[src/rtl/edge_list_line_parser_unit_macros.svh]
// assertion macros for the edge list line parser
// used by the top level only, no other dependencies
`ifndef EDGE_LIST_LINE_PARSER_UNIT_MACROS_SVH
`define EDGE_LIST_LINE_PARSER_UNIT_MACROS_SVH

// same-cycle implication, disabled while reset is high
`define ELP_ASSERT_NOW(lbl, clk, rst, ante, cons, msg) \
   lbl: assert property (@(posedge clk) disable iff (rst) (ante) |-> (cons)) else $error(msg);

// next-cycle implication, disabled while reset is high
`define ELP_ASSERT_NEXT(lbl, clk, rst, ante, cons, msg) \
   lbl: assert property (@(posedge clk) disable iff (rst) (ante) |=> (cons)) else $error(msg);

`endif

[src/rtl/elp_pkg.sv]
// types, codes and character constants of the edge list line parser
// no dependencies
package elp_pkg;

   localparam int ID_BITS_DEF = 32;
   localparam int OUT_ID_BITS = 32;

   localparam logic [7:0] CH_SPACE = 8'h20;
   localparam logic [7:0] CH_TAB   = 8'h09;
   localparam logic [7:0] CH_LF    = 8'h0a;
   localparam logic [7:0] CH_CR    = 8'h0d;
   localparam logic [7:0] CH_HASH  = 8'h23;
   localparam logic [7:0] CH_ZERO  = 8'h30;
   localparam logic [7:0] CH_NINE  = 8'h39;

   typedef enum logic [2:0] {
      ERR_NONE = 3'd0,
      ERR_END  = 3'd1,
      ERR_ID   = 3'd2,
      ERR_SEP  = 3'd3,
      ERR_EOL  = 3'd4
   } err_type;

   typedef enum logic [5:0] {
      PH_LINE    = 6'b000001,
      PH_COMMENT = 6'b000010,
      PH_SRC     = 6'b000100,
      PH_SEP     = 6'b001000,
      PH_TGT     = 6'b010000,
      PH_TRAIL   = 6'b100000
   } phase_type;

   typedef struct packed {
      logic [7:0] byte_req;
      logic       last;
   } req_type;

   typedef struct packed {
      logic                   edge_valid;
      logic [OUT_ID_BITS-1:0] source_id;
      logic [OUT_ID_BITS-1:0] target_id;
      logic [2:0]             error_code;
      logic                   done_res;
   } rsp_type;

endpackage

[src/rtl/edge_list_line_parser_unit.sv]
// edge list line parser, top level
// depends on elp_pkg and edge_list_line_parser_unit_macros.svh

// Parses edge-list text one byte per cycle: a byte is taken on every cycle
// in which req_valid is high and req_stall is low, and its result (if any)
// is registered on the next cycle, in the result register or, while a
// stalled result still holds that register, in the skid entry behind it.
// A result is produced
// when a line completes an edge, when the first error is raised, and on the
// byte flagged last. The first error is sticky until reset; afterwards only
// the last byte yields a result, carrying the held code with done_res set.
// The rate is one byte per cycle, set by the single phase machine and the
// shared multiply-by-ten accumulator; a one-entry skid behind the result
// register keeps input flowing while a result waits, and req_stall rises
// only once that skid entry is also occupied. Ids saturate at 2^ID_BITS-1
// and again at 2^32-1 on the result fields.
module edge_list_line_parser_unit #(
   parameter int ID_BITS = elp_pkg::ID_BITS_DEF
) (
   input  logic             clock,
   input  logic             reset,
   input  logic             req_valid,
   output logic             req_stall,
   input  elp_pkg::req_type req_data,
   output logic             rsp_valid,
   input  logic             rsp_stall,
   output elp_pkg::rsp_type rsp_data
);

   import elp_pkg::*;

`include "edge_list_line_parser_unit_macros.svh"

   localparam int ACC_BITS = ID_BITS + 4;
   localparam int EXT_BITS = (ID_BITS > OUT_ID_BITS) ? ID_BITS : OUT_ID_BITS + 1;

   phase_type            phase_ff, phase_in;
   logic [ID_BITS-1:0]   src_ff, src_in;
   logic [ID_BITS-1:0]   tgt_ff, tgt_in;
   logic                 err_latched_ff, err_latched_in;
   err_type              err_held_ff, err_held_in;

   rsp_type              rsp_ff, rsp_in;
   logic                 rsp_vld_ff, rsp_vld_in;
   rsp_type              skid_ff, skid_in;
   logic                 skid_vld_ff, skid_vld_in;

   logic                 req_accept;
   logic [7:0]           ch;
   logic                 fin;
   logic                 is_blank, is_digit, is_eol;
   logic [ID_BITS-1:0]   acc_base;
   logic [ACC_BITS-1:0]  acc_wide;
   logic [ID_BITS-1:0]   acc_step;
   logic [EXT_BITS-1:0]  src_ext, tgt_ext;
   logic [OUT_ID_BITS-1:0] src_out, tgt_out;
   logic                 edge_hit, line_closed, new_err;
   err_type              err;
   rsp_type              res;
   logic                 res_vld;
   logic                 out_free;

   assign req_stall  = skid_vld_ff;
   assign req_accept = req_valid && !req_stall;
   assign ch         = req_data.byte_req;
   assign fin        = req_data.last;

   assign is_blank = (ch == CH_SPACE) || (ch == CH_TAB);
   assign is_digit = (ch >= CH_ZERO) && (ch <= CH_NINE);
   assign is_eol   = (ch == CH_LF) || (ch == CH_CR);

   // one shared acc*10+d; a fresh id starts from zero
   always_comb begin
      case (phase_ff)
         PH_SRC:  acc_base = src_ff;
         PH_TGT:  acc_base = tgt_ff;
         default: acc_base = '0;
      endcase
   end

   assign acc_wide = (ACC_BITS'(acc_base) << 3) + (ACC_BITS'(acc_base) << 1)
                   + ACC_BITS'(ch[3:0]);
   assign acc_step = (|acc_wide[ACC_BITS-1:ID_BITS]) ? {ID_BITS{1'b1}}
                                                    : acc_wide[ID_BITS-1:0];

   // clamp to the 32-bit result fields
   assign src_ext = EXT_BITS'(src_ff);
   assign tgt_ext = EXT_BITS'(tgt_ff);
   assign src_out = (|src_ext[EXT_BITS-1:OUT_ID_BITS]) ? {OUT_ID_BITS{1'b1}}
                                                      : src_ext[OUT_ID_BITS-1:0];
   assign tgt_out = (|tgt_ext[EXT_BITS-1:OUT_ID_BITS]) ? {OUT_ID_BITS{1'b1}}
                                                      : tgt_ext[OUT_ID_BITS-1:0];

   always_comb begin
      phase_in       = phase_ff;
      src_in         = src_ff;
      tgt_in         = tgt_ff;
      err_latched_in = err_latched_ff;
      err_held_in    = err_held_ff;
      edge_hit       = 1'b0;
      line_closed    = 1'b0;
      new_err        = 1'b0;
      err            = ERR_NONE;

      if (req_accept && !err_latched_ff) begin
         case (phase_ff)
            PH_LINE: begin
               if (is_blank) begin
               end else if (ch == CH_LF) begin
                  line_closed = 1'b1;
               end else if (ch == CH_HASH) begin
                  phase_in = PH_COMMENT;
               end else if (is_digit) begin
                  src_in   = acc_step;
                  phase_in = PH_SRC;
               end else begin
                  err = ERR_ID;
               end
            end
            PH_COMMENT: begin
               if (ch == CH_LF) begin
                  phase_in    = PH_LINE;
                  line_closed = 1'b1;
               end
            end
            PH_SRC: begin
               if (is_digit) begin
                  src_in = acc_step;
               end else if (is_blank) begin
                  phase_in = PH_SEP;
               end else begin
                  err = ERR_SEP;
               end
            end
            PH_SEP: begin
               if (is_blank) begin
               end else if (is_digit) begin
                  tgt_in   = acc_step;
                  phase_in = PH_TGT;
               end else begin
                  err = ERR_ID;
               end
            end
            PH_TGT, PH_TRAIL: begin
               if ((phase_ff == PH_TGT) && is_digit) begin
                  tgt_in = acc_step;
               end else if (is_blank) begin
                  phase_in = PH_TRAIL;
               end else if (is_eol) begin
                  edge_hit    = 1'b1;
                  line_closed = 1'b1;
                  phase_in    = PH_LINE;
               end else begin
                  err = ERR_EOL;
               end
            end
            default: begin
               phase_in = PH_LINE;
               err      = ERR_ID;
            end
         endcase

         // last byte must close a line
         if ((err == ERR_NONE) && fin && !line_closed) begin
            err = ERR_END;
         end
         if (err != ERR_NONE) begin
            edge_hit       = 1'b0;
            err_latched_in = 1'b1;
            err_held_in    = err;
            new_err        = 1'b1;
         end
      end

      if (req_accept && fin && !err_latched_in) begin
         phase_in = PH_LINE;
      end

      res_vld        = req_accept && (edge_hit || new_err || fin);
      res.edge_valid = edge_hit;
      res.source_id  = edge_hit ? src_out : '0;
      res.target_id  = edge_hit ? tgt_out : '0;
      res.error_code = err_latched_in ? err_held_in : ERR_NONE;
      res.done_res   = fin;
   end

   // result register with one skid entry behind it
   assign out_free = !rsp_vld_ff || !rsp_stall;

   always_comb begin
      rsp_in      = rsp_ff;
      rsp_vld_in  = rsp_vld_ff;
      skid_in     = skid_ff;
      skid_vld_in = skid_vld_ff;
      if (out_free) begin
         rsp_vld_in  = skid_vld_ff || res_vld;
         rsp_in      = skid_vld_ff ? skid_ff : res;
         skid_vld_in = 1'b0;
      end else if (res_vld) begin
         skid_vld_in = 1'b1;
         skid_in     = res;
      end
   end

   always_ff @(posedge clock) begin
      if (reset) begin
         phase_ff       <= PH_LINE;
         src_ff         <= '0;
         tgt_ff         <= '0;
         err_latched_ff <= 1'b0;
         err_held_ff    <= ERR_NONE;
         rsp_vld_ff     <= 1'b0;
         skid_vld_ff    <= 1'b0;
      end else begin
         phase_ff       <= phase_in;
         src_ff         <= src_in;
         tgt_ff         <= tgt_in;
         err_latched_ff <= err_latched_in;
         err_held_ff    <= err_held_in;
         rsp_vld_ff     <= rsp_vld_in;
         skid_vld_ff    <= skid_vld_in;
      end
   end

   always_ff @(posedge clock) begin
      rsp_ff  <= rsp_in;
      skid_ff <= skid_in;
   end

   assign rsp_valid = rsp_vld_ff;
   assign rsp_data  = rsp_ff;

   `ELP_ASSERT_NOW(a_skid_behind_rsp, clock, reset, skid_vld_ff, rsp_vld_ff, "skid holds a transfer while result register is empty")
   `ELP_ASSERT_NOW(a_edge_no_error, clock, reset, rsp_vld_ff && rsp_ff.edge_valid, rsp_ff.error_code == ERR_NONE, "edge reported together with an error code")
   `ELP_ASSERT_NEXT(a_error_sticky, clock, reset, err_latched_ff, err_latched_ff && $stable(err_held_ff), "latched error changed before reset")
   `ELP_ASSERT_NEXT(a_stall_fills_skid, clock, reset, req_accept && rsp_vld_ff && rsp_stall && res_vld, skid_vld_ff, "stalled result not kept in skid entry")

endmodule
[config.mk]
export PLATFORM = sky130hd
export DESIGN_NAME = edge_list_line_parser_unit
export DESIGN_NICKNAME = d
export VERILOG_FILES = /design/src/rtl/elp_pkg.sv /design/src/rtl/edge_list_line_parser_unit.sv
export VERILOG_INCLUDE_DIRS = /design/src /design/src/rtl
export SDC_FILE = /design/constraint.sdc
export NUM_CORES = 1
export LEC_CHECK = 0
export ABC_AREA = 1
export BUFFER_PORTS_ARGS = -buffer_cell sky130_fd_sc_hd__buf_2
export CORE_UTILIZATION = 40
export CTS_BUF_LIST = sky130_fd_sc_hd__clkbuf_2
export CTS_CLUSTER_DIAMETER = 80
export DETAILED_ROUTE_END_ITERATION = 8
export SLEW_MARGIN = 20
export SYNTH_ARGS = -nofsm -noshare
export SYNTH_HDL_FRONTEND = slang
export SYNTH_SLANG_ARGS = --single-unit
[constraint.sdc]
create_clock -name clock -period 12 [get_ports clock]
set_input_delay 1.2 -clock clock [delete_from_list [all_inputs] [get_ports clock]]
set_output_delay 1.2 -clock clock [all_outputs]
set_load 0.005 [all_outputs]
# After elaboration in Yosys (flattened, before gate mapping)
# Index checks and enable logic that the tools add are counted.
[totals]
ff_bits = 214
wordCells = 136
[classes]
n_addsub = 2
magnitude_cmp = 2
eq_ne = 23
mux = 58
n_bitwise = 1
reduce_logical = 33
[ops]
columns = ["operator", "n"]
rows = [
  ["32-bit 2-to-1 mux", 10],
  ["32-bit one-hot mux with 2 select lines", 3],
  ["6-bit 2-to-1 mux", 12],
  ["69-bit 2-to-1 mux", 1],
  ["35-bit by 33-bit adder with 36-bit output", 1],
  ["36-bit by 4-bit adder with 36-bit output", 1],
  ["6-bit one-hot mux with 5 select lines", 1],
  ["3-bit 2-to-1 mux", 9],
  ["8-bit by 4-bit equality test with 1-bit output (second input constant)", 3],
  ["2-bit inequality test (second input constant)", 10],
  ["8-bit by 6-bit equality test with 1-bit output (second input constant)", 2],
  ["3-bit one-hot mux with 5 select lines", 1],
  ["2-bit 2-to-1 mux", 7],
  ["1-bit 2-to-1 mux", 13],
  ["11-bit AND reduction", 1],
  ["5-bit AND reduction", 2],
  ["1-bit logical AND", 9],
  ["8-bit by 6-bit >= comparator with 1-bit output (second input constant)", 1],
  ["8-bit by 6-bit <= comparator with 1-bit output (second input constant)", 1],
  ["6-bit by 1-bit equality test with 1-bit output (second input constant)", 1],
  ["6-bit by 2-bit equality test with 1-bit output (second input constant)", 1],
  ["6-bit by 3-bit equality test with 1-bit output (second input constant)", 1],
  ["6-bit by 4-bit equality test with 1-bit output (second input constant)", 1],
  ["6-bit by 5-bit equality test with 1-bit output (second input constant)", 1],
  ["other kinds (12)", 26],
]

# Longest topological paths before layout
# Gate-level depths: netlist of the first run.
[depth]
ltp_word = 20
ltp_mapped = 25
ltp_nobuf = 24

# Worst setup path after synthesis of the first run
# OpenSTA, ideal clock, no wires.
[synth_path]
kind = "input port to flip-flop"
from = "input rsp_stall"
to = "register skid_ff[0] (netlist name), enable pin"
setup_time_ps = 496
t_arrival_ps = 5818
t_required_ps = 11504
setup_slack_ps = 5686
stages = 2
path_buffers = 0
cell_sequence = "nand2_1 nor2_1"
[synth_between]
elab_chain_cells = 4
[synth_rtl]
columns = ["element", "line_no", "text"]
rows = [
  ["start, declared", "edge_list_line_parser_unit.sv:26", "input logic rsp_stall,"],
  ["1-bit logical NOT", "edge_list_line_parser_unit.sv:188", "assign out_free = !rsp_vld_ff || !rsp_stall;"],
  ["1-bit logical OR", "edge_list_line_parser_unit.sv:188", ""],
  ["1-bit inverter (no source line)", "n/a", ""],
  ["2-bit AND reduction (no source line)", "n/a", ""],
  ["end signal, assigned", "edge_list_line_parser_unit.sv:227", "skid_ff <= skid_in;"],
  ["end, declared", "edge_list_line_parser_unit.sv:45", "rsp_type skid_ff, skid_in;"],
]
# Every way passes these cells.
# A chain may end at the register's enable or synchronous reset.

# Worst setup path after layout of the first run
[layout_path]
from = "register phase_ff[2]"
to = "register src_ff[12]"
[layout_between]
elab_chain_cells = 11
elab_cells_between_ends = 18
classes_between = "2 x add/sub; 6 x eq/ne; 7 x mux; 3 x reduce/logical"
[layout_rtl]
columns = ["element", "line_no", "text"]
rows = [
  ["start, declared", "edge_list_line_parser_unit.sv:37", "phase_type phase_ff, phase_in;"],
  ["start signal, assigned", "edge_list_line_parser_unit.sv:215", "phase_ff <= phase_in;"],
  ["6-bit by 5-bit equality test with 1-bit output or 6-bit by 3-bit equality test with 1-bit output (tied branches)", "edge_list_line_parser_unit.sv:74, edge_list_line_parser_unit.sv:106", ""],
  ["32-bit one-hot mux with 2 select lines", "edge_list_line_parser_unit.sv:74", "case (phase_ff)"],
  ["35-bit by 33-bit adder with 36-bit output", "edge_list_line_parser_unit.sv:81", "assign acc_wide = (ACC_BITS'(acc_base) << 3) + (ACC_BITS'(acc_base) << 1)"],
  ["36-bit by 4-bit adder with 36-bit output", "edge_list_line_parser_unit.sv:82", "+ ACC_BITS'(ch[3:0]);"],
  ["4-bit OR reduction", "edge_list_line_parser_unit.sv:83", "assign acc_step = (|acc_wide[ACC_BITS-1:ID_BITS]) ? {ID_BITS{1'b1}}"],
  ["32-bit 2-to-1 mux", "edge_list_line_parser_unit.sv:83", ""],
  ["32-bit 2-to-1 mux", "edge_list_line_parser_unit.sv:113, edge_list_line_parser_unit.sv:127", ""],
  ["32-bit 2-to-1 mux", "edge_list_line_parser_unit.sv:111", "end else if (ch == CH_HASH) begin"],
  ["32-bit 2-to-1 mux", "edge_list_line_parser_unit.sv:109", "end else if (ch == CH_LF) begin"],
  ["32-bit 2-to-1 mux", "edge_list_line_parser_unit.sv:108", "if (is_blank) begin"],
  ["32-bit one-hot mux with 2 select lines", "edge_list_line_parser_unit.sv:106", "case (phase_ff)"],
  ["end signal, assigned", "edge_list_line_parser_unit.sv:216", "src_ff <= src_in;"],
  ["end, declared", "edge_list_line_parser_unit.sv:38", "logic [ID_BITS-1:0] src_ff, src_in;"],
]
# Parallel ways exist; a longest one is shown, timed or not. The select of a mux whose other input is x is not followed.

==> results of run 1 <==
## area by class of cell
type	count	share of cell area, %
Clock buffer	85	3.256
Sequential cell	214	43.37
Multi-Input combinational cell	948	40.07
Tap cell	384	3.677
Timing Repair Buffer	95	3.869
Antenna cell	1	0.01915
Clock inverter	19	1.015
Inverter	164	4.730
## cells in the final DEF, fill, tap and decap left out, types with 12 or more instances in the layout
master / netlist / layout
nor2_4: 32 / 33
buf_2: 5 / 83
nand3_1: 66 / 65
buf_4: 3 / 12
clkinv_1: 0 / 12
a21oi_1: 45 / 45
nand2_1: 233 / 232
o21ai_0: 157 / 157
nor2_1: 201 / 200
o22ai_1: 33 / 33
edfxtp_1: 138 / 138
inv_1: 156 / 156
xnor2_1: 13 / 13
dfxtp_1: 76 / 75
clkbuf_2: 0 / 85
ha_1: 63 / 63
nor2_2: 37 / 37
## stage by stage
step                utilization, %  instance area [um^2]   power, W  setup WS (ns)
finish                       45.40                 13070   0.001402          6.684
global route                 45.40                 13070   0.001468          6.160
detailed placement           43.45                 12510  0.0008838          6.758
global placement             43.45                 12510  0.0008829          6.935
floorplan                        -                 11760  0.0008564          5.686
CTS                          45.39                 13060   0.001423          6.694
## tightest hold or removal path, stage by stage (launching register included)
cell and delay (ns):
dfxtp_1 0.31, nand2_1 0.07, a21oi_1 0.06
## cell families (layout without fill, tap and decap cells)
family | Yosys count | after routing | synth area share [%]
flip-flops | 214 | 214 | 48.19
adder cells (fa/ha/maj) | 65 | 65 | 7.045
other | 0 | 1 | 0
AND/OR/NAND/NOR | 600 | 600 | 23.59
XOR/XNOR | 22 | 22 | 1.639
buffers and inverters | 217 | 363 | 7.577
AO/OA/AOI/OAI | 261 | 261 | 11.96
## flip-flops by register name, summed over array words and instances (netlist names)
signal          flops
rsp_data           69
tgt_ff             32
err_held_ff         3
err_latched_ff      1
rsp_valid           1
src_ff             32
phase_ff            6
skid_ff            69
req_stall           1
## power by group through the flow
stage | Sequential (W) | Clock, W | Combinational [W]
2_1_floorplan | 0.000825 | 0 | 0.0000315
3_3_place_gp | 0.000822 | 0 | 0.0000612
3_5_place_dp | 0.000822 | 0 | 0.0000618
4_1_cts | 0.000805 | 0.000556 | 0.0000620
5_1_grt | 0.000807 | 0.000591 | 0.0000691
6_report | 0.000805 | 0.000536 | 0.0000608
## worst paths after layout
check                                 start                   endpoint  slack [ns]  cells past startpoint
setup / recovery   phase_ff[2]$_SDFFE_PP0P_    src_ff[12]$_SDFFE_PP0P_        6.68                     21
hold reg to reg   err_held_ff[0]$_SDFF_PP0_  err_held_ff[0]$_SDFF_PP0_        0.48                      2
setup reg to reg   phase_ff[2]$_SDFFE_PP0P_    src_ff[12]$_SDFFE_PP0P_        6.68                     21
hold / removal    err_held_ff[0]$_SDFF_PP0_  err_held_ff[0]$_SDFF_PP0_        0.48                      2
## metal layers
| layer | global-route usage [%] | wire (um) |
|---|---|---|
| met5 | 0 | 0 |
| met3 | 2.829 | 1332 |
| met2 | 31.36 | 12960 |
| met4 | 6.453 | 656 |
| met1 | 25.86 | 13360 |
==> metrics.md, run 1 <==
| Metric | Value |
|---|---|
| Flops & latches, synth | 214 |
| Post_cts resized | 0 |
| Clock Sinks | 214 |
| Max Cap Violations | 0 |
| Worst Skew | 0.08655 ns |
| Layout area overhead | 11.13% |
| Net switching power figure | ~0.00035 W |
| First-pass GRT wire length | 46.89 mm |
| Clock Path Buffers | 3 |
| # DRC | 0 |
| Starting Density | approximately 41% |
| Status | finished, final reports clean |
| Ports | 84 |
| Internal power | 0.001054 W |
| Grt total ovfl | 0 |
| Pwr per Cell Area | 107.3 nW/um^2 |
| Crit-path cells | inv_1, nor2_1, nand3_2, o22ai_1, inv_1, fa_1, inv_1, fa_1, nand3_1, nand2_1, a21oi_1, o21ai_1, nand2_1, nand2_1, nand2_1, nand2_1, nor2_2, buf_4, nand3_1, nor2_1, nor2_1 |
| Main synth FF type | edfxtp_1 |
| Nets | around 1.6k |
| Core Rows | 62 |
| Cell taking the most area after synthesis | edfxtp_1 |
| Antenna violations before repair | 1 |
| Hold slack | 0.4818 ns |
| Vias | 9492 |
| Pre-antenna DRT Iters | 4 |
| Slew Viols, Final | 0 |
| IO Port Bufs | 83 |
| Worst slew pin tran | 0.9970 ns |
| Setup TNS | 0 ns |
| Crit path kind | reg -> reg |
| Gate Count Post-Synth | 1379 |
| RSZ-0062 raised after global routing | no |
| Leakage power | 5.640 nW |
| Fin crit period | about 5.3 ns |
| Multi-input logic area | 5235 um^2 |
| Peak VDD IR | about 45 uV |
| Non-Filler Instances | 1910 |
| Slowest cell delay on critical path | 0.71 ns |
| Hpwl dp | 19.32 mm |
| Average wire per standard cell | 14.82 um |
| Register area share after synthesis | 48.19% |
| Synth Net Count | between 1k and 1.5k |
| Sw frac | 24.83% |
| Area contributors post-synth | edfxtp_1 (35%), dfxtp_1 (13%), nand2_1 (7.4%), ha_1 (6.7%), o21ai_0 (6.7%) |
| Die Y | approximately 170 um |
| Final hold vios | 0 |
| Tcrit/Tclk final | 44.30% |
| Setup bufs post-CTS | 0 |
| Layout cells sized above 1 | 18.30% |
| Worst-path clk slew | 0.11 ns |
| Slew HR | 33.02% |
| EDFF count, synth | 138 |
| Cell Area, Synth | 11760 um^2 |
| CTS H-tree lvls | 2 |
| Core outline area | 28780 um^2 |
| RePlAce Congestion | 0.9003 |
| Yosys cell types | 46 |
| Synth warn | 0 |
| WL final | around 28 mm |
| Cell total after placement | between 1.5k and 2k |
| Asr flop ratio synth | 0% |
| Largest net degree at the start of global routing | 74 |
| Global-route total usage across every layer | 19.14% |
| Crit-path max FO | 36 |
| CTS tree | built |
| Clock power frac | 38.2% |
| Sequential share of power | 57.4% |
| Die Area | 30080 um^2 |
| Initial drt markers | 596 |
| Critical path's slowest cell | nand3_2 |
| Critical path startpoint category | flop |
| Hold WC Path Type | reg -> reg |
| Max frequency | 188.1 MHz |
| Combinational Power Share | 4.3% |
| Req. time, crit path | between 10 and 15 ns |
| Share of the synthesized area in the top cell type | between 30% and 40% |
| CP bufs+invs | 4 |
| Vias in the first global route | approximately 9.3k |
| # setup viols final | 0 |
| Filler cells | 2913 |
| Remaining antenna violation count | 0 |
| Register Area | 5667 um^2 |
| Crit path max-delay family | simple AND/OR/NAND/NOR gates |
| Most frequent CP cell | nand2_1 |
| Worst-skew pair later-pin latency | 0.86 ns |
| Avg Cell Area, Syn | 8.526 um^2 |
| Die width | 173.4 um |
| Top post-synthesis cells by count | nand2_1 (233), nor2_1 (201), o21ai_0 (157), inv_1 (156), edfxtp_1 (138) |
| Cts hold-fix bufs | 0 |
| Worst path arrival time | ~6 ns |
| CTS Buf Count | between 50 and 60 |
| CTS Root Buffer Type | clkbuf_2 |
| Count leader, synth | nand2_1 |
| Via density | approximately 5.0 |
| CP endpoint kind | flop |
Note: power is estimated with default switching activity, not from simulation.
==> run 2, diff against run 1 <==
==> constraint.sdc (replaced) <==
create_clock -name clock -period 4.25 [get_ports clock]
set_input_delay 0.425 -clock clock [delete_from_list [all_inputs] [get_ports clock]]
set_output_delay 0.425 -clock clock [all_outputs]
set_load 0.005 [all_outputs]
==> run 2 against run 1 <==
Sequential power rose to 2.8 times the previous value. Core utilization rose by 0.95 points. Highest routed layer unchanged. Via count decreased by 0.84%.
==> metrics.md, run 2 (synthesis results as in run 1) <==
| Metric | Value |
|---|---|
| Most frequent CP cell | nand2_1 (unchanged) |
| Status | finished, final reports clean (unchanged) |
| Req. time, crit path | 4.93 ns (was 12.69 ns) |
| Worst path arrival time | 4.59 ns (was 6.00 ns) |
| Core Rows | 62 (unchanged) |
| Critical path startpoint category | flop (unchanged) |
| Slowest cell delay on critical path | 0.39 ns (was 0.71 ns) |
| CTS Root Buffer Type | clkbuf_2 (unchanged) |
| Slew Viols, Final | 0 (unchanged) |
| Via density | 4.894 (was 4.970) |
| Worst slew pin tran | 1.035 ns (was 0.9970 ns) |
| Clock Path Buffers | 3 (unchanged) |
| Vias in the first global route | 9179 (was 9301) |
| Hold slack | 0.1023 ns (was 0.4818 ns) |
| Fin crit period | 3.909 ns (was 5.316 ns) |
| Die Area | 30080 um^2 (unchanged) |
| Remaining antenna violation count | 0 (unchanged) |
| CTS H-tree lvls | 2 (unchanged) |
| Peak VDD IR | 117.3 uV (was 44.92 uV) |
| # DRC | 0 (unchanged) |
| Initial drt markers | 579 (was 596) |
| Tcrit/Tclk final | 91.97% (was 44.30%) |
| Average wire per standard cell | 14.74 um (was 14.82 um) |
| Nets | 1569 (was 1556) |
| First-pass GRT wire length | 46.28 mm (was 46.89 mm) |
| Multi-input logic area | 5336 um^2 (was 5235 um^2) |
| Layout cells sized above 1 | 20.03% (was 18.30%) |
| Hpwl dp | 19.65 mm (was 19.32 mm) |
| Critical path's slowest cell | dfxtp_1 (was nand3_2) |
| Die width | 173.4 um (unchanged) |
| Leading cell type in the layout, fill and taps excluded | nand2_1 (unchanged) |
| Max Cap Violations | 0 (unchanged) |
| Pre-antenna DRT Iters | 5 (was 4) |
| Die Y | 173.4 um (unchanged) |
| Register Area | 5667 um^2 (unchanged) |
| Most frequent cells in the layout | nand2_1 (232), nor2_1 (200), o21ai_0 (157), inv_1 (156), edfxtp_1 (138) (unchanged) |
| Global-route total usage across every layer | 18.87% (was 19.14%) |
| Crit-path max FO | 32 (was 36) |
| WL final | 28.35 mm (was 28.31 mm) |
| Largest net degree at the start of global routing | 74 (unchanged) |
| Max frequency | 255.9 MHz (was 188.1 MHz) |
| Pwr per Cell Area | 301.9 nW/um^2 (was 107.3 nW/um^2) |
| Hold WC Path Type | in -> reg (was reg -> reg) |
| Antenna violations before repair | 1 (unchanged) |
| Setup TNS | 0 ns (unchanged) |
| IO Port Bufs | 83 (unchanged) |
| Final hold vios | 0 (unchanged) |
| Starting Density | 40.85% (unchanged) |
| CP endpoint kind | flop (unchanged) |
| Grt total ovfl | 0 (unchanged) |
| CTS Buf Count | 56 (was 55) |
| Filler cells | 2901 (was 2913) |
| Worst Skew | 0.09056 ns (was 0.08655 ns) |
| Non-Filler Instances | 1923 (was 1910) |
| Ports | 84 (unchanged) |
| RePlAce Congestion | 0.9175 (was 0.9003) |
| Cell total after placement | 1812 (was 1805) |
| Worst-path clk slew | 0.10 ns (was 0.11 ns) |
| Leakage power | 5.801 nW (was 5.640 nW) |
| Layout area overhead | 13.46% (was 11.13%) |
| Clock Sinks | 214 (unchanged) |
| # setup viols final | 0 (unchanged) |
| Crit-path cells | nor2_2, nand3_2, buf_4, o22ai_1, ha_1, ha_1, inv_1, o21ai_0, a31oi_1, o21ai_0, a21oi_1, nand2_1, nand2_1, nand2_1, nor2_2, buf_12, nand3_1, nor2_1, nor2_1 (was inv_1, nor2_1, nand3_2, o22ai_1, inv_1, fa_1, inv_1, fa_1, nand3_1, nand2_1, a21oi_1, o21ai_1, nand2_1, nand2_1, nand2_1, nand2_1, nor2_2, buf_4, nand3_1, nor2_1, nor2_1) |
| Core outline area | 28780 um^2 (unchanged) |
| CTS tree | built (unchanged) |
| Vias | 9412 (was 9492) |
| Worst-skew pair later-pin latency | 0.88 ns (was 0.86 ns) |
| Crit path kind | reg -> reg (unchanged) |
| Slew HR | 30.50% (was 33.02%) |
[run 2: cell types whose count changed in the layout (fill, tap and decap cells not counted), sizes merged]
cell	change
clkbuf	+3
clkinv	-2
dlygate4sd3	+4
bufinv	+1
inv	-1
buf	+8
[run 2: repair_timing]
action	CTS	global route
hold endpoints to repair	9	0
buffers inserted	0	1
endpoints found under the setup margin	0	64
hold buffers	4	0
resized for setup	0	19
[run 2: path summary, 6_finish.rpt]
check	from	endpoint	slack, ns	cells past startpoint
worst max register to register	phase_ff[4]$_SDFFE_PP0P_	src_ff[26]$_SDFFE_PP0P_	0.34	19
worst max-delay path	phase_ff[4]$_SDFFE_PP0P_	src_ff[26]$_SDFFE_PP0P_	0.34	19
worst min-delay path	req_valid	err_held_ff[0]$_SDFF_PP0_	0.10	5
worst min register to register	err_held_ff[0]$_SDFF_PP0_	err_held_ff[0]$_SDFF_PP0_	0.48	2
[run 2: routing by layer]
layer | part of all wire [%] | vias up | track usage (%)
met5 | 0 | - | 0
met3 | 4.1 | 37 | 3.180
met4 | 1.5 | 0 | 5.236
li1 | - | 4849 | -
met1 | 47 | 4336 | 25.00
met2 | 48 | 190 | 31.69
[run 2: area by class of cell]
type | count | share of cell area (%)
clock inverters | 17 | 1.116
repair buffers | 107 | 4.849
multi-input cells | 948 | 40.00
flip-flops and latches | 214 | 42.48
well taps | 384 | 3.602
inverters | 164 | 4.633
clock buffers | 88 | 3.301
diodes | 1 | 0.01876
[run 2: where the power goes]
part / switching, W / leakage [nW] / total (W) / internal [W]
Combinational: 0.000113 / 3.23 / 0.000172 / 0.0000585
Clock: 0.000857 / 0.442 / 0.00159 / 0.000733
Sequential: 0.0000138 / 2.13 / 0.00227 / 0.00225
[run 2: stage by stage]
step / setup WS, ns / power [W] / utilization (%) / cell area [um^2]
3_3_place_gp: 0.2700 / 0.002482 / 43.77 / 12600
3_5_place_dp: 0.1825 / 0.002485 / 43.77 / 12600
2_1_floorplan: 0.6137 / 0.002408 / - / 11760
4_1_cts: 0.1287 / 0.004096 / 45.95 / 13230
5_1_grt: -0.002235 / 0.004233 / 46.35 / 13340
6_report: 0.3415 / 0.004027 / 46.35 / 13340
[run 2: worst max-delay path: cells and delay by family, from the launching register on]
family / cells / cell delay, ns
buf+inv: 3 / 0.60
simple gates: 9 / 0.97
compound gates: 5 / 1.12
flops: 1 / 0.39
fa+ha+maj: 2 / 0.66
==> run 3, diff against run 2 <==
==> constraint.sdc (replaced) <==
create_clock -name clock -period 4.25 [get_ports clock]
set_input_delay 0.6375 -clock clock [delete_from_list [all_inputs] [get_ports clock]]
set_output_delay 0.6375 -clock clock [all_outputs]
set_load 0.005 [all_outputs]
==> run 3 against run 2 <==
Sequential share of layout area is 0.16 points higher. Clock power is 3% lower. Combinational power hardly changed. First-iteration DRC count is 1.7% lower. Total power is 1.2% lower. Global-route usage is 0.19 points higher. Die area stayed put.
==> metrics.md, run 3 (synthesis results as in run 1) <==
| Metric | Value |
|---|---|
| Status | finished, final reports clean (unchanged) |
| # setup viols final | 0 (unchanged) |
| CTS H-tree lvls | 2 (unchanged) |
| Final Instance Area | 13290 um^2 (was 13340 um^2) |
| Crit path kind | reg -> reg (unchanged) |
| Slowest cell delay on critical path | 0.51 ns (was 0.39 ns) |
| Die width | 173.4 um (unchanged) |
| Most frequent cells in the layout | nand2_1 (232), nor2_1 (200), o21ai_0 (157), inv_1 (156), edfxtp_1 (138) (unchanged) |
| Peak VDD IR | 142.7 uV (was 117.3 uV) |
| Multi-input logic area | 5309 um^2 (was 5336 um^2) |
| Global-route total usage across every layer | 19.06% (was 18.87%) |
| RePlAce Congestion | 0.9214 (was 0.9175) |
| Die Area | 30080 um^2 (unchanged) |
| CTS tree | built (unchanged) |
| Die Y | 173.4 um (unchanged) |
| CTS Root Buffer Type | clkbuf_2 (unchanged) |
| Register Area | 5667 um^2 (unchanged) |
| IO Port Bufs | 83 (unchanged) |
| Slew Viols, Final | 0 (unchanged) |
| Vias in the first global route | 9307 (was 9179) |
| Non-Filler Instances | 1921 (was 1923) |
| Worst Skew | 0.04041 ns (was 0.09056 ns) |
| Via density | 4.925 (was 4.894) |
| Req. time, crit path | 4.94 ns (was 4.93 ns) |
| Nets | 1568 (was 1569) |
| Cell total after placement | 1815 (was 1812) |
| Critical path's slowest cell | fa_1 (was dfxtp_1) |
| Worst-path clk slew | 0.10 ns (about the same) |
| Worst-skew pair later-pin latency | 0.83 ns (was 0.88 ns) |
| Placed instance area | 12590 um^2 (was 12600 um^2) |
| Fin crit period | 3.958 ns (was 3.909 ns) |
| Average wire per standard cell | 14.81 um (was 14.74 um) |
| Core Rows | 62 (unchanged) |
| Slew HR | 35.12% (was 30.50%) |
| Worst slew pin tran | 0.9732 ns (was 1.035 ns) |
| Largest net degree at the start of global routing | 74 (unchanged) |
| Grt total ovfl | 0 (unchanged) |
| Filler cells | 2873 (was 2901) |
| Most frequent CP cell | nand2_1 (unchanged) |
| Antenna violations before repair | 1 (unchanged) |
| Layout area overhead | 13.03% (was 13.46%) |
| Remaining antenna violation count | 0 (unchanged) |
| Hpwl dp | 20.03 mm (was 19.65 mm) |
| Leakage power | 5.780 nW (was 5.801 nW) |
| Clock Path Buffers | 3 (unchanged) |
| Worst path arrival time | 4.65 ns (was 4.59 ns) |
| Clock Sinks | 214 (unchanged) |
| Hold slack | 0.09904 ns (was 0.1023 ns) |
| Ports | 84 (unchanged) |
| GR peak layer | met2 (unchanged) |
| Layout cells sized above 1 | 19.53% (was 20.03%) |
| Max Cap Violations | 0 (unchanged) |
| First-pass GRT wire length | 46.78 mm (was 46.28 mm) |
| Initial drt markers | 569 (was 579) |
| Crit-path max FO | 18 (was 32) |
| CTS Buf Count | 55 (was 56) |
| Max frequency | 252.7 MHz (was 255.9 MHz) |
| RSZ-0062 raised after global routing | no |
| Hold WC Path Type | in -> reg (unchanged) |
| Final hold vios | 0 (unchanged) |
| Starting Density | 40.85% (unchanged) |
| M3 GR Usage | 3.224% (was 3.180%) |
| Tcrit/Tclk final | 93.13% (was 91.97%) |
| Pre-antenna DRT Iters | 5 (unchanged) |
| Core outline area | 28780 um^2 (unchanged) |
| Crit-path cells | nor2_2, nand3_2, buf_4, o22ai_2, inv_1, fa_1, inv_1, fa_1, nand3_1, nand2_1, nand2_1, nand2_1, nand3_1, nand2_1, nand3_1, nand3b_1, nand2_1, buf_6, nand3_1, nor2_1, nor2_1 (was nor2_2, nand3_2, buf_4, o22ai_1, ha_1, ha_1, inv_1, o21ai_0, a31oi_1, o21ai_0, a21oi_1, nand2_1, nand2_1, nand2_1, nor2_2, buf_12, nand3_1, nor2_1, nor2_1) |
| Pwr per Cell Area | 299.3 nW/um^2 (was 301.9 nW/um^2) |
| Critical path startpoint category | flop (unchanged) |
| Crit path max-delay family | simple AND/OR/NAND/NOR gates (was compound AO/OA/AOI/OAI gates) |
| Met1 GRT Util | 25.45% (was 25.00%) |
| GR Util met2 | 31.43% (was 31.69%) |
| Leading cell type in the layout, fill and taps excluded | nand2_1 (unchanged) |
| # DRC | 0 (unchanged) |
| Final design utilization | 46.17% (was 46.35%) |
| Setup TNS | 0 ns (unchanged) |
| Vias | 9461 (was 9412) |
| WL final | 28.45 mm (was 28.35 mm) |
| CP bufs+invs | 4 (was 3) |
| CP endpoint kind | flop (unchanged) |
-- run 3: changes by cell type in the layout (fill, tap and decap cells not counted), sizes merged --
| cell | delta |
|---|---|
| clkinv | +2 |
| clkinvlp | +1 |
| clkbuf | -5 |
| buf | +2 |
| dlygate4sd3 | -2 |
-- run 3: timing repair --
action / in CTS / in global routing
hold buffers: 2 / 0
endpoints found under the setup margin: 0 / 58
resized for setup: 0 / 19
buffers inserted: 0 / 0
endpoints found under the hold margin: 5 / 0
-- run 3: cell type report --
| cell class | instances | area share, % |
|---|---|---|
| clock buffer | 83 | 3.126 |
| sequential | 214 | 42.64 |
| multi-input combinational | 948 | 39.95 |
| inverter | 164 | 4.651 |
| clock inverter | 20 | 1.215 |
| tap | 384 | 3.615 |
| antenna | 1 | 0.01883 |
| timing repair buffer | 107 | 4.783 |
-- run 3: worst min-delay path, stage by stage --
cell and delay (ns):
buf_2 0.12, nand3_1 0.10, a21oi_1 0.04
-- run 3: routing by layer --
layer / part of all wire (%) / routed length, um
met2: 46 / 13140
met1: 47 / 13430
met4: 2.0 / 561
met5: 0 / 0
met3: 4.6 / 1310
-- run 3: final timing paths --
path                                                start  slack (ns)                        end  depth (start not counted)
worst max-delay path             phase_ff[4]$_SDFFE_PP0P_        0.29    tgt_ff[17]$_SDFFE_PP0P_                         21
worst min-delay path                            rsp_stall         0.1     req_stall$_SDFFE_PP0P_                          3
worst max register to register   phase_ff[4]$_SDFFE_PP0P_        0.29    tgt_ff[17]$_SDFFE_PP0P_                         21
worst min register to register  err_held_ff[0]$_SDFF_PP0_        0.48  err_held_ff[0]$_SDFF_PP0_                          2
-- run 3: where the power goes --
part | leakage, nW | internal [W] | switching, W
sequential | 2.13 | 0.00225 | 0.0000138
clock | 0.419 | 0.000708 | 0.000834
combinational | 3.23 | 0.0000576 | 0.000113
-- run 3: per-stage QoR --
step	total power [W]	setup WS, ns
global route	0.004166	0.02078
floorplan	0.002408	0.4177
detailed placement	0.002485	0.2948
CTS	0.004048	0.2216
global placement	0.002483	0.3248
finish	0.003978	0.2922
